==> config.mk <==
export PLATFORM = sky130hd
export DESIGN_NAME = lcs_cell
export DESIGN_NICKNAME = d
export VERILOG_FILES = /design/src/rtl/lcs_pkg.sv /design/src/rtl/lcs_cell.sv
export SDC_FILE = /design/constraint.sdc
export NUM_CORES = 1
export LEC_CHECK = 0
export ABC_AREA = 1
export BUFFER_PORTS_ARGS = -buffer_cell sky130_fd_sc_hd__buf_2
export CAP_MARGIN = 20
export CORE_MARGIN = 4
export CORE_UTILIZATION = 40
export DETAILED_ROUTE_END_ITERATION = 16
export HOLD_SLACK_MARGIN = 0.06
export PLACE_DENSITY = 0.76
export SLEW_MARGIN = 0
export SYNTH_ARGS = -nofsm -noshare
export SYNTH_HDL_FRONTEND = slang
export SYNTH_SLANG_ARGS = --single-unit
==> constraint.sdc <==
create_clock -name clk -period 1.41 [get_ports clk]
set_input_delay 0.141 -clock clk [delete_from_list [all_inputs] [get_ports clk]]
set_output_delay 0.141 -clock clk [all_outputs]
set_load 0.03 [all_outputs]
==> src/rtl/lcs_pkg.sv <==
// Shared types and constants for the LCS block with traceback.
// No dependencies; the top level and the cell import this package.
`timescale 1ns / 1ps
package lcs_pkg;
  localparam logic [1:0] CMD_LOAD_A = 2'd0;
  localparam logic [1:0] CMD_LOAD_B = 2'd1;
  localparam logic [1:0] CMD_START  = 2'd2;

  localparam logic [1:0] DIR_DIAG = 2'd0;
  localparam logic [1:0] DIR_UP   = 2'd1;
  localparam logic [1:0] DIR_LEFT = 2'd2;

  // Sequencer states, one-hot.
  typedef enum logic [5:0] {
    ST_IDLE  = 6'b000001,
    ST_ROW   = 6'b000010,
    ST_FLUSH = 6'b000100,
    ST_TRACE = 6'b001000,
    ST_EMIT  = 6'b010000,
    ST_WAIT  = 6'b100000
  } state_t;

  // Systolic token moving from one cell to the next.
  typedef struct packed {
    logic       vld;
    logic [7:0] sym;
    logic [6:0] left;
    logic [6:0] diag;
  } tok_t;
endpackage

==> src/rtl/lcs_cell.sv <==
// One column cell of the LCS score row: holds one symbol of the second
// string and its running score. Depends on lcs_pkg.
`timescale 1ns / 1ps
module lcs_cell (
  input  logic          clk,
  input  logic          rst,
  input  logic          load,
  input  logic [7:0]    load_sym,
  input  logic          clear,
  input  lcs_pkg::tok_t tin,
  output lcs_pkg::tok_t tout,
  output logic [1:0]    dir
);
  import lcs_pkg::*;

  logic [7:0] col_sym;
  logic [6:0] score;
  logic [6:0] val;

  // Score update for one table cell.
  always_comb begin
    if (tin.sym == col_sym) begin
      val = tin.diag + 7'd1;
      dir = DIR_DIAG;
    end else if (score >= tin.left) begin
      val = score;
      dir = DIR_UP;
    end else begin
      val = tin.left;
      dir = DIR_LEFT;
    end
  end

  // Column symbol and score registers.
  always_ff @(posedge clk) begin
    if (load) col_sym <= load_sym;
    if (clear) score <= 7'd0;
    else if (tin.vld) score <= val;
  end

  // Token handed to the right-hand neighbor.
  always_ff @(posedge clk) begin
    if (rst) begin
      tout.vld <= 1'b0;
    end else begin
      tout.vld <= tin.vld;
    end
    tout.sym  <= tin.sym;
    tout.left <= val;
    tout.diag <= score;
  end
endmodule
==> impl_results.md <==
* Leading area contributor after synthesis: dfxtp_1
* Max-slew violations at 0
* Startpoint Class: flip-flop
* CP cell instances: inv_2, ha_4, inv_2, nand2_2, nand2_1, nand2_1, nand2_2, nand2_4, a21boi_4, buf_6
* Total CTS buffers at 5
* Max Freq at roughly 600 MHz
* Min cycle time layout at approximately 1700 ps
* Hold_sp: tin[0]
* Peak supply drop at a little over 700 uV
* Gr busiest metal: met2
* Post-Synthesis Cells at approximately 190
* Worst Hold End: tout[7]
* Fillers at around 330
* Placed cell area at approximately 0.0023 mm2
* Crit path max-delay family: flip-flops
* CP max-delay cell: dfxtp_2
* Comb pwr share at about 28%
* Mapped Area at between 0.0015 and 0.002 mm2
* Total number of vias at roughly 1600
* Mean Syn Cell Area at 8.75 um2
* Crit path launch: score[0]
* Fin util at around two thirds
* Final wirelength at about 4400 um
* Place WS at -119 ps
* DRC errors left at 0
* Placed insts at 319
* Switching share of total power at approximately 30%
* Clock Power Share at a little over a quarter
* Max-cap violation count at 0
* Critical Path End Type: primary output
* CP max FO at 3
* RSZ-0062 raised after global routing: true
* Xor/xnor share of the synthesized area at around 4.7%
* Mux contribution to synthesized area at 0%
* Initial antenna violation count at 0
* Clk buf depth at 2
* Layout area overhead at 59.9%
* Failing checks: negative setup slack
* R2R Setup Slk at -240 ps
* Reg2reg end: score[6]
* Synth Area in Simple Gates at between 30 and 40%
* Ports at 60
* Most used flip-flop cell after synthesis: dfxtp_1
* Post-route setup slack at -294 ps
* GR Util met2 at roughly a third
* Yosys warnings at 0
* Pre-antenna DRT Iters at 4
* Met3 Usage GRT at under 10%
* Largest family of logic cells by synthesized area: simple AND/OR/NAND/NOR gates
* Hpwl dp at 2990 um
* Top-count cell post-synth: nand2_1
* Complex-gate fraction of the synthesized area at under 10%
* DR WL/cell at about 13 um
* Register area share after synthesis at ~50%
* Req. time, crit path at about 1300 ps
* Post-synth top cells: nand2_1, dfxtp_1, inv_1
* Crit-path max cell delay at 340 ps
* Root buf cell: clkbuf_8
* Non-Filler Instances at 351
* Lkg Pwr at between 1 and 1.5 nW
* Hold-critical path depth at 3
* Critical path buffer and inverter count at 3
* Die area at between 0.005 and 0.006 mm2
* GRT Total Usage at between 10% and 20%
* Detailed Route Iter0 Violations at 86
* Post-Synth Adder-Cell Area at 5.99%
* Clock Latency Late Sink at 290 ps
* Port Buffer Count at between 50 and 60
* Core Region at slightly above 0.004 mm2
* Status: finished with violations
* TritonCTS sink count at 38
* Routability congestion estimate at between 0.8 and 0.9
* Hold Crit Class: input pin to flip-flop
* Rows at 23
* Rel. slew slack at between 70% and 80%
* Layout cells sized above 1 at 45.2%
* Final Hold Fails at 0
* M1 GR Usage at 18.7%
* CTS H-Tree Depth at 2
* # nets final at 343
* Cell area after layout at between 0.002 and 0.003 mm2
* Initial Utilization at about 41%
* Number of flops mapped to enable cells by yosys at 8
* Post-route ant nets at 0
* TritonCTS clock tree: built
* CP arrival at about 1600 ps
* Global-route wire length before repair at ~7100 um
* Ys async rst share at 0%
* Vias in the first global route at 1642
* Power per cell area at around 1000 mW/mm2
* Post-Syn Nets at ~230
* Worst hold slack at between 200 and 250 ps
* Setup Viol. Count Final at 16
* Share of the synthesized area in the top cell type at between 30 and 40%
* Period utilization at 121%
* Flop pwr share at approximately 45%
* Grt ovf at 0
* Switching power total at roughly 0.00084 W
* Post-synth cell types at 21
* Post-DR vias/cell at roughly 4.6
* Worst-margin pin slew at about 300 ps
* Clk pin slew, worst setup/hold paths at about 70 ps
* Die extent in y at slightly above 70 um
* Pin count of the biggest net entering global routing at 15
* Top post-synthesis cells by area: dfxtp_1, edfxtp_1, nand2_1
* Flops & latches, synth at 38
* Int Pwr at ~0.0020 W
* Launch point of the worst reg-to-reg path: score[6]
* Critical path class: flip-flop to primary output
* Clk_skew at 9.81 ps
* Reg2Reg Depth at 12
* N_diodes at 0
* Die X at 72.6 um
## per-stage QoR
| step | total power, W | TNS, ps |
|---|---|---|
| 3_3_place_gp | 0.00192 | -506 |
| 6_report | 0.00280 | -2850 |
| 2_1_floorplan | 0.00169 | -281 |
| 5_1_grt | 0.00295 | -4700 |
| 3_5_place_dp | 0.00194 | -753 |
| 4_1_cts | 0.00278 | -2580 |
## flip-flops by register name, summed over array words and instances, names as in the netlist
register / count
score: 7
col_sym: 8
tout: 23
## timing repair
action                     in CTS  in global routing
buffers inserted                4                  3
pin swaps                       9                  6
resized for setup               9                 16
hold buffers                   17                  0
setup endpoints to repair      10                 16
hold endpoints to repair       17                  0
## per-layer routing
metal	vias up	part of all wire (%)	wire length (um)
met5	-	0	0
met4	0	2.2	95
met3	10	6.6	292
met2	50	54	2390
met1	735	37	1620
li1	817	-	-
## power groups by stage
stage                     clock [W]  combinational, W  sequential [W]
after floorplan                   0          0.000297         0.00139
after global placement            0          0.000656         0.00126
after detailed placement          0          0.000667         0.00127
after CTS                  0.000779          0.000750         0.00125
after global routing       0.000829          0.000868         0.00126
final                      0.000756          0.000794         0.00125
## cell type report
type	instances	area [um2]	area share, %
clock buffers	8	90.1	3.37
inverters	25	93.8	3.51
multi-input cells	127	880	32.9
flip-flops and latches	38	848	31.8
well taps	50	62.6	2.34
repair buffers	103	697	26.1
## logic make-up (layout without fill, tap and decap cells)
logic type | count (synthesis) | in the layout
buffers and inverters | 26 | 136
AO/OA/AOI/OAI | 5 | 5
adder cells (fa/ha/maj) | 8 | 8
flip-flops | 38 | 38
AND/OR/NAND/NOR | 105 | 105
XOR/XNOR | 9 | 9
## tightest hold or removal path: stages
cell,delay (ps)
buf_2,100
nand3b_1,120
nand2_1,70
## worst max-delay path by stage
stage               end  slack (ps)  depth (start not counted)
2_1_floorplan  score[0]         -40                         11
3_3_place_gp     dir[0]         -90                         10
3_5_place_dp     dir[0]        -120                         10
4_1_cts          dir[0]        -300                         10
5_1_grt        score[1]        -400                         12
6_report         dir[0]        -290                         10
## cell usage in the layout (no fill, tap or decap), types with 8 or more instances in the layout
| master | synthesis | routed |
|---|---|---|
| buf_2 | 0 | 57 |
| buf_4 | 0 | 25 |
| dfxtp_1 | 30 | 24 |
| dlygate4sd3_1 | 0 | 17 |
| edfxtp_1 | 8 | 8 |
| inv_1 | 24 | 21 |
| nand2_1 | 53 | 45 |
| nand2_2 | 5 | 12 |
| nand3_1 | 22 | 17 |
| nor2_1 | 15 | 15 |
(Power assumes the default switching activity.)
