==> src/rtl/lcs_ram.sv <==
// Generic single-port write, single-port registered-read RAM.
// No dependencies.
`timescale 1ns / 1ps
module lcs_ram #(
  parameter int WIDTH = 8,
  parameter int DEPTH = 64,
  parameter int AW    = (DEPTH > 1) ? $clog2(DEPTH) : 1
) (
  input  logic             clk,
  input  logic             we,
  input  logic [AW-1:0]    waddr,
  input  logic [WIDTH-1:0] wdata,
  input  logic [AW-1:0]    raddr,
  output logic [WIDTH-1:0] rdata
);
  logic [WIDTH-1:0] mem [DEPTH];

  // Write port and registered read port.
  always_ff @(posedge clk) begin
    if (we) mem[waddr] <= wdata;
    rdata <= mem[raddr];
  end
endmodule

==> config.mk <==
export PLATFORM = sky130hd
export DESIGN_NAME = lcs_ram
export DESIGN_NICKNAME = d
export VERILOG_FILES = /design/src/rtl/lcs_ram.sv
export SDC_FILE = /design/constraint.sdc
export NUM_CORES = 1
export LEC_CHECK = 0
export BUFFER_PORTS_ARGS = -buffer_cell sky130_fd_sc_hd__buf_2
export CAP_MARGIN = 5
export CORE_AREA = 3 3 190 285
export DETAILED_ROUTE_END_ITERATION = 6
export DIE_AREA = 0 0 193 288
export PLACE_DENSITY_LB_ADDON = 0.3
export SLEW_MARGIN = 20
export SYNTH_ARGS = -nofsm -noshare
export SYNTH_HDL_FRONTEND = slang
export SYNTH_SLANG_ARGS = --single-unit
==> constraint.sdc <==
create_clock -name clk -period 1.7 [get_ports clk]
set_clock_uncertainty 0.05 [all_clocks]
set_input_delay 0.085 -clock clk [delete_from_list [all_inputs] [get_ports clk]]
set_output_delay 0.085 -clock clk [all_outputs]
set_load 0.005 [all_outputs]
==> metrics.csv, run 1 <==
stage,metric,value,unit
logic_synthesis,"top cells by area, synth","edfxtp_1 (76%), mux4_2 (14%), nor2_1 (1.5%)",
timing,max_slew headroom,50.0,%
clocking,setup bufs post-CTS,0,
worst_setup_path,Worst R2R Start,mem[0][2]$_DFFE_PP_,
drt,vias per cell,5.37,
final_layout,layout cells sized above 1,35.5,%
worst_setup_path,start point of the critical path,mem[0][2]$_DFFE_PP_,
drt,WL met3,1950,um
final_layout,register area,0.0155,mm2
global_route,first-pass GRT wire length,69400,um
final_layout,Synth-to-Final Area Change,19.0,%
placement,Placed Area,0.0224,mm2
logic_synthesis,sequential share of the synthesized area,77.0,%
drt,drt wl/cell,25.1,um
drt,DR vias,9969,
run,maxcap violations,0,
timing,unrepaired setup endpoints after global routing,true,
timing,Final Slew Violations,0,
final_layout,Finished Cell Area,0.0240,mm2
logic_synthesis,Synthesized Nets,962,
clocking,H-tree levels,2,
drt,routed length on met2,25300,um
timing,Tmin final,1870,ps
placement,IO Port Bufs,29,
global_route,largest net degree at the start of global routing,65,
pwr,Total Power,25.7,mW
pwr,LEAKAGE,7.77,nW
pwr,peak supply drop,0.587,mV
logic_synthesis,top cell type's share of synthesized area,76.2,%
timing,final critical-path setup slack,-172,ps
worst_setup_path,CP arrival,2270,ps
final_layout,footprint of the multi-input gates,0.00445,mm2
worst_setup_path,CP max stage delay,540,ps
drt,highest metal used,met5,
pwr,power share of the sequential group,55.4,%
timing,Setup Viol. Count Final,7,
clocking,CTS max path bufs,3,
drt,M1 WL,17700,um
hold_path,hold crit path type,in -> reg,
worst_setup_path,Critical-path top delay cell,mux4_2,
worst_setup_path,Critical Path Fanout Max,1,
drt,Post-DRT Antenna Nets,0,
floorplanning,Die X-Extent,193,um
logic_synthesis,synth warn,0,
clocking,clock root cell,clkbuf_16,
floorplanning,core footprint,0.0518,mm2
worst_setup_path,cell chain of the critical path,"mux4_2, mux4_2, nor2_4, nor3_2, o2bb2ai_1",
drt,# DRC,0,
logic_synthesis,most frequent cell after synthesis,edfxtp_1,
logic_synthesis,ys async rst share,0,%
logic_synthesis,synth unique cells,40,
worst_setup_path,WP buf/inv,0,
clocking,clock sink total,520,
worst_setup_path,WS Path Type,reg -> reg,
status,status,"finished, violations left",
global_route,GRT Overall Usage,17.2,%
logic_synthesis,"Primary FF master, synth",edfxtp_1,
timing,final worst-path cycle share,110,%
timing,Post-Route Setup TNS,-941,ps
logic_synthesis,post-synthesis cell area,0.0202,mm2
clocking,CTS clock-pin slew for the worst setup and hold paths,60,ps
floorplanning,die area,0.0556,mm2
pwr,switching share of power,20.3,%
logic_synthesis,Post-synth EDFFs,512,
pwr,PwrDens,1070,mW/mm2
pwr,Combinational Power Share,6.1,%
floorplanning,Die Height,288,um
floorplanning,Ports,30,
worst_setup_path,CP Data Required Time,2100,ps
placement,placer congestion estimate,0.827,
drt,initial DRC count,798,
final_layout,Filler Cell Count,4338,
final_layout,Layout Utilization,46.3,%
logic_synthesis,top post-synthesis cells by count,"edfxtp_1 (512), mux4_2 (126), nor2_1 (83), mux2i_1 (23), nand2_1 (19)",
hold_path,HP Start,wdata[1],
pwr,P_int,20.5,mW
clocking,total CTS buffers,45,
final_layout,Layout Nets,1165,
global_route,initial antenna violation count,4,
worst_setup_path,Worst path top cell family by delay,multiplexers,
status,failing checks,negative setup slack,
clocking,clk_lat worst skew,560,ps
worst_setup_path,endpoint class of the critical path,flip-flop,
logic_synthesis,Yosys reg bits,520,
global_route,grt ovf,0,
timing,fmax,0.534,GHz
pwr,Switching Power,5.22,mW
logic_synthesis,Post-Syn Instances,940,
drt,total wire length,46500,um
logic_synthesis,Post-Syn Area per Cell,21.5,um2
timing,Worst Max-Slew Pin Slew,751,ps
worst_setup_path,most repeated library cell on the critical path,mux4_2,
worst_setup_path,crit start category,flip-flop,
global_route,vias in the first global route,10453,
floorplanning,Initial Util,38.9,%
timing,Final Hold Viols,0,
floorplanning,cell row count,102,
placement,HPWL after detailed placement,31500,um
clocking,CTS tree,done,
pwr,Clock Power Share,38.5,%
logic_synthesis,Synth area leader,edfxtp_1,
drt,DRT Pass-1 Iters,5,
-- cell type report --
cell class / count / share of cell area (%)
antenna: 4 / 0.0417
clock buffer: 62 / 5.04
clock inverter: 18 / 0.787
multi-input combinational: 369 / 18.5
sequential: 520 / 64.7
tap: 676 / 3.52
timing repair buffer: 207 / 7.36
-- kinds of logic after synthesis --
| group | Yosys count | share of synthesized area, % |
|---|---|---|
| muxes | 162 | 15.9 |
| and+or+nand+nor | 153 | 3.39 |
| buffers and inverters | 51 | 1.57 |
| AOI/OAI and AO/OA | 54 | 2.07 |
| DFF | 520 | 77.0 |
-- worst paths after layout --
path	to	slack, ps	cells after the start
worst max-delay path	rdata[2]$_DFF_P_	-170	5
worst min register to register	rdata[6]$_DFF_P_	810	3
worst min-delay path	mem[57][1]$_DFFE_PP_	50	1
worst max register to register	rdata[2]$_DFF_P_	-170	5
-- per-layer routing --
metal / global-route usage, % / vias to the layer above
met4: 6.31 / 2
met3: 2.27 / 82
li1: - / 4333
met5: 0 / -
met2: 31.0 / 266
met1: 20.9 / 5286
-- metrics by stage --
step | std cells | setup WS (ps) | hold WS (ps)
floorplan | 940 | -0.433 | 134
global placement | 1767 | -655 | 427
detailed placement | 1767 | -611 | 418
CTS | 1849 | -209 | -130
global route | 1854 | -215 | 74.9
finish | 1856 | -172 | 46.9
-- layout by cell type, fill, tap and decap left out, types with 4 or more instances in the layout --
master and n:
edfxtp_1 512, buf_4 159, mux4_2 126, nor2_1 78
clkbuf_16 45, mux2i_1 23, buf_2 22, buf_12 20
nand2_1 19, clkbuf_1 15, nor2b_1 14, nand3_1 13
mux2_2 12, o221ai_1 8, o22ai_1 8, dfxtp_1 8
nand2b_1 7, clkinv_1 7, clkinv_2 5, dlygate4sd3_1 5
diode_2 4, a211oi_1 4, nor2_4 4, nor3_1 4
bufinv_16 4
-- power by group through the flow --
stage	sequential (mW)	clock [mW]	combinational, mW
2_1_floorplan	14.5	0	0.771
3_3_place_gp	14.5	0	1.52
3_5_place_dp	14.5	0	1.54
4_1_cts	14.2	10.1	1.59
5_1_grt	14.2	10.6	1.68
6_report	14.2	9.89	1.58
-- timing repair --
item	in CTS	in global routing
setup endpoints to repair	8	8
pin swaps	1	3
endpoints found under the hold margin	28	7
gates cloned	0	0
gates resized for setup	25	1
hold buffers	2	3
-- sequential cells by signal (all words and copies together) (netlist names) --
register and flops:
rdata 8, mem 512
Note: power is estimated with default switching activity, not from simulation.
==> run 2: changes to the inputs <==
--- a/config.mk
+++ b/config.mk
@@ -10,7 +10,6 @@
 export CORE_AREA = 3 3 190 285
 export DETAILED_ROUTE_END_ITERATION = 6
 export DIE_AREA = 0 0 193 288
-export PLACE_DENSITY_LB_ADDON = 0.3
 export SLEW_MARGIN = 20
 export SYNTH_ARGS = -nofsm -noshare
 export SYNTH_HDL_FRONTEND = slang
==> run 2 against run 1 <==
The flow finishes with violations (negative hold slack, negative setup slack). Total power down 1.3%. Critical path type unchanged. Core utilization down 0.54 points. Critical path depth up 1. Clock-buffer cell count down 10. Critical endpoint is now rdata[1]$_DFF_P_. Sequential cell count unchanged. Largest power group unchanged. Clock power down 2.6%. Setup slack worse by 53 ps. First-iteration DRC count up 13%.
==> metrics.csv, run 2 (synthesis results as in run 1) <==
stage,metric,value,unit,change
status,status,"finished, violations left",,unchanged
status,failing checks,"negative hold slack, negative setup slack",,was negative setup slack
worst_setup_path,crit start category,flip-flop,,unchanged
drt,DRT Pass-1 Iters,5,,unchanged
final_layout,layout cells sized above 1,35.4,%,was 35.5%
final_layout,"commonest cells after routing, fill and taps aside","edfxtp_1 (512), buf_4 (162), mux4_2 (126)",,"was edfxtp_1 (512), buf_4 (159), mux4_2 (126)"
final_layout,Reg with most FFs,mem,,unchanged
clocking,setup bufs post-CTS,0,,unchanged
timing,final hold slack,-94.0,ps,was 46.9 ps
clocking,clk_lat worst skew,550,ps,was 560 ps
floorplanning,Die Height,288,um,unchanged
global_route,initial antenna violation count,4,,unchanged
clocking,clock root cell,clkbuf_16,,unchanged
final_layout,register area,0.0155,mm2,unchanged
drt,Post-DRT Antenna Nets,0,,unchanged
final_layout,top flop regs,"mem (512), rdata (8)",,unchanged
worst_setup_path,Critical Path Fanout Max,1,,unchanged
clocking,CTS tree,done,,unchanged
drt,DR vias,9873,,was 9969
final_layout,"most common cell after layout, fill and taps aside",edfxtp_1,,unchanged
drt,initial DRC count,898,,was 798
global_route,largest net degree at the start of global routing,65,,unchanged
pwr,Total Power,25.4,mW,was 25.7 mW
floorplanning,cell row count,102,,unchanged
drt,vias per cell,5.35,,was 5.37
clocking,clock sink total,520,,unchanged
worst_setup_path,CP Data Required Time,2090,ps,was 2100 ps
timing,Final Hold Viols,4,,was 0
drt,drt wl/cell,25.3,um,was 25.1 um
drt,# DRC,0,,unchanged
timing,Final Slew Violations,0,,unchanged
timing,Setup Viol. Count Final,8,,was 7
worst_setup_path,CP arrival,2310,ps,was 2270 ps
hold_path,hold crit path type,in -> reg,,unchanged
floorplanning,Initial Util,38.9,%,unchanged
final_layout,Synth-to-Final Area Change,17.7,%,was 19.0%
placement,HPWL after detailed placement,31400,um,was 31500 um
floorplanning,Ports,30,,unchanged
clocking,total CTS buffers,45,,unchanged
final_layout,Filler Cell Count,4406,,was 4338
global_route,GRT Overall Usage,17.2,%,about the same
global_route,grt ovf,0,,unchanged
timing,fmax,0.520,GHz,was 0.534 GHz
placement,placed insts,1763,,was 1767
clocking,hold_buf cts,2,,unchanged
timing,Worst Max-Slew Pin Slew,768,ps,was 751 ps
clocking,H-tree levels,2,,unchanged
final_layout,Layout Utilization,45.8,%,was 46.3%
final_layout,footprint of the multi-input gates,0.00441,mm2,was 0.00445 mm2
floorplanning,die area,0.0556,mm2,unchanged
global_route,first-pass GRT wire length,69800,um,was 69400 um
final_layout,Layout Nets,1158,,was 1165
pwr,LEAKAGE,7.67,nW,was 7.77 nW
floorplanning,Die X-Extent,193,um,unchanged
worst_setup_path,endpoint class of the critical path,flip-flop,,unchanged
final_layout,max reg flops,512,,unchanged
placement,pre-CTS setup slack,-709,ps,was -611 ps
timing,unrepaired setup endpoints after global routing,true,,unchanged
clocking,CTS max path bufs,3,,unchanged
timing,Post-Route Setup TNS,-1250,ps,was -941 ps
timing,max_slew headroom,48.8,%,was 50.0%
final_layout,post-route insts no fill,1845,,was 1856
drt,total wire length,46700,um,was 46500 um
timing,final critical-path setup slack,-225,ps,was -172 ps
timing,Tmin final,1920,ps,was 1870 ps
placement,IO Port Bufs,29,,unchanged
placement,placer congestion estimate,0.857,,was 0.827
clocking,CTS clock-pin slew for the worst setup and hold paths,70,ps,was 60 ps
floorplanning,core footprint,0.0518,mm2,unchanged
pwr,peak supply drop,0.656,mV,was 0.587 mV
pwr,PwrDens,1070,mW/mm2,about the same
timing,final worst-path cycle share,113,%,was 110%
worst_setup_path,WS Path Type,reg -> reg,,unchanged
run,maxcap violations,0,,unchanged
global_route,vias in the first global route,10595,,was 10.5k
==> run 2: changes by cell type in the layout (fill, tap and decap cells not counted), moves of 4 or more <==
| cell | previous run | this run |
|---|---|---|
| nor2_4 | 4 | 0 |
| clkinv_2 | 5 | 10 |
| clkbuf_1 | 15 | 6 |
| buf_12 | 20 | 10 |
==> run 2: path summary, 6_finish.rpt <==
path                              from                to  slack, ps  depth (start not counted)
setup / recovery   mem[2][1]$_DFFE_PP_  rdata[1]$_DFF_P_       -220                          6
hold / removal                raddr[5]  rdata[1]$_DFF_P_        -90                          3
setup reg to reg   mem[2][1]$_DFFE_PP_  rdata[1]$_DFF_P_       -220                          6
hold reg to reg   mem[23][0]$_DFFE_PP_  rdata[0]$_DFF_P_        800                          4
==> run 2: timing repair <==
| action | CTS | global route |
|---|---|---|
| setup endpoints to repair | 8 | 8 |
| gates resized for setup | 11 | 5 |
| pin swaps | 3 | 0 |
| cloned | 0 | 0 |
| hold endpoints to repair | 36 | 4 |
==> run 2: report_power, final <==
part | total, mW | switching (mW) | internal (mW)
clock network | 9.63 | 4.41 | 5.22
registers | 14.2 | 0.0407 | 14.2
logic | 1.51 | 0.856 | 0.652
==> run 2: critical path: stages (launching register included) <==
cell and delay (ps):
edfxtp_1 360, mux4_2 500, mux4_2 480, nor2_1 110, buf_4 150, nor3_2 40
o2bb2ai_1 120
==> run 2: per-layer routing <==
metal | vias to the layer above | GRT usage (%) | routed length, um
met1 | 5202 | 20.9 | 17400
met4 | 6 | 6.59 | 1800
li1 | 4302 | - | -
met3 | 88 | 2.28 | 2070
met2 | 275 | 31.2 | 25400
met5 | - | 0 | 45
==> run 2: layout make-up <==
| type | instances | area share (%) |
|---|---|---|
| Antenna cell | 1 | 0.0105 |
| Timing Repair Buffer | 200 | 6.64 |
| Sequential cell | 520 | 65.5 |
| Tap cell | 676 | 3.56 |
| Clock inverter | 27 | 0.833 |
| Clock buffer | 52 | 4.90 |
| Multi-Input combinational cell | 369 | 18.6 |
==> run 2: per-stage QoR <==
| stage | area, um2 | hold WS, ps |
|---|---|---|
| floorplan | 20200 | 134 |
| global placement | 22300 | 421 |
| detailed placement | 22300 | 428 |
| CTS | 23700 | -117 |
| global route | 23700 | -84.0 |
| finish | 23700 | -94.0 |
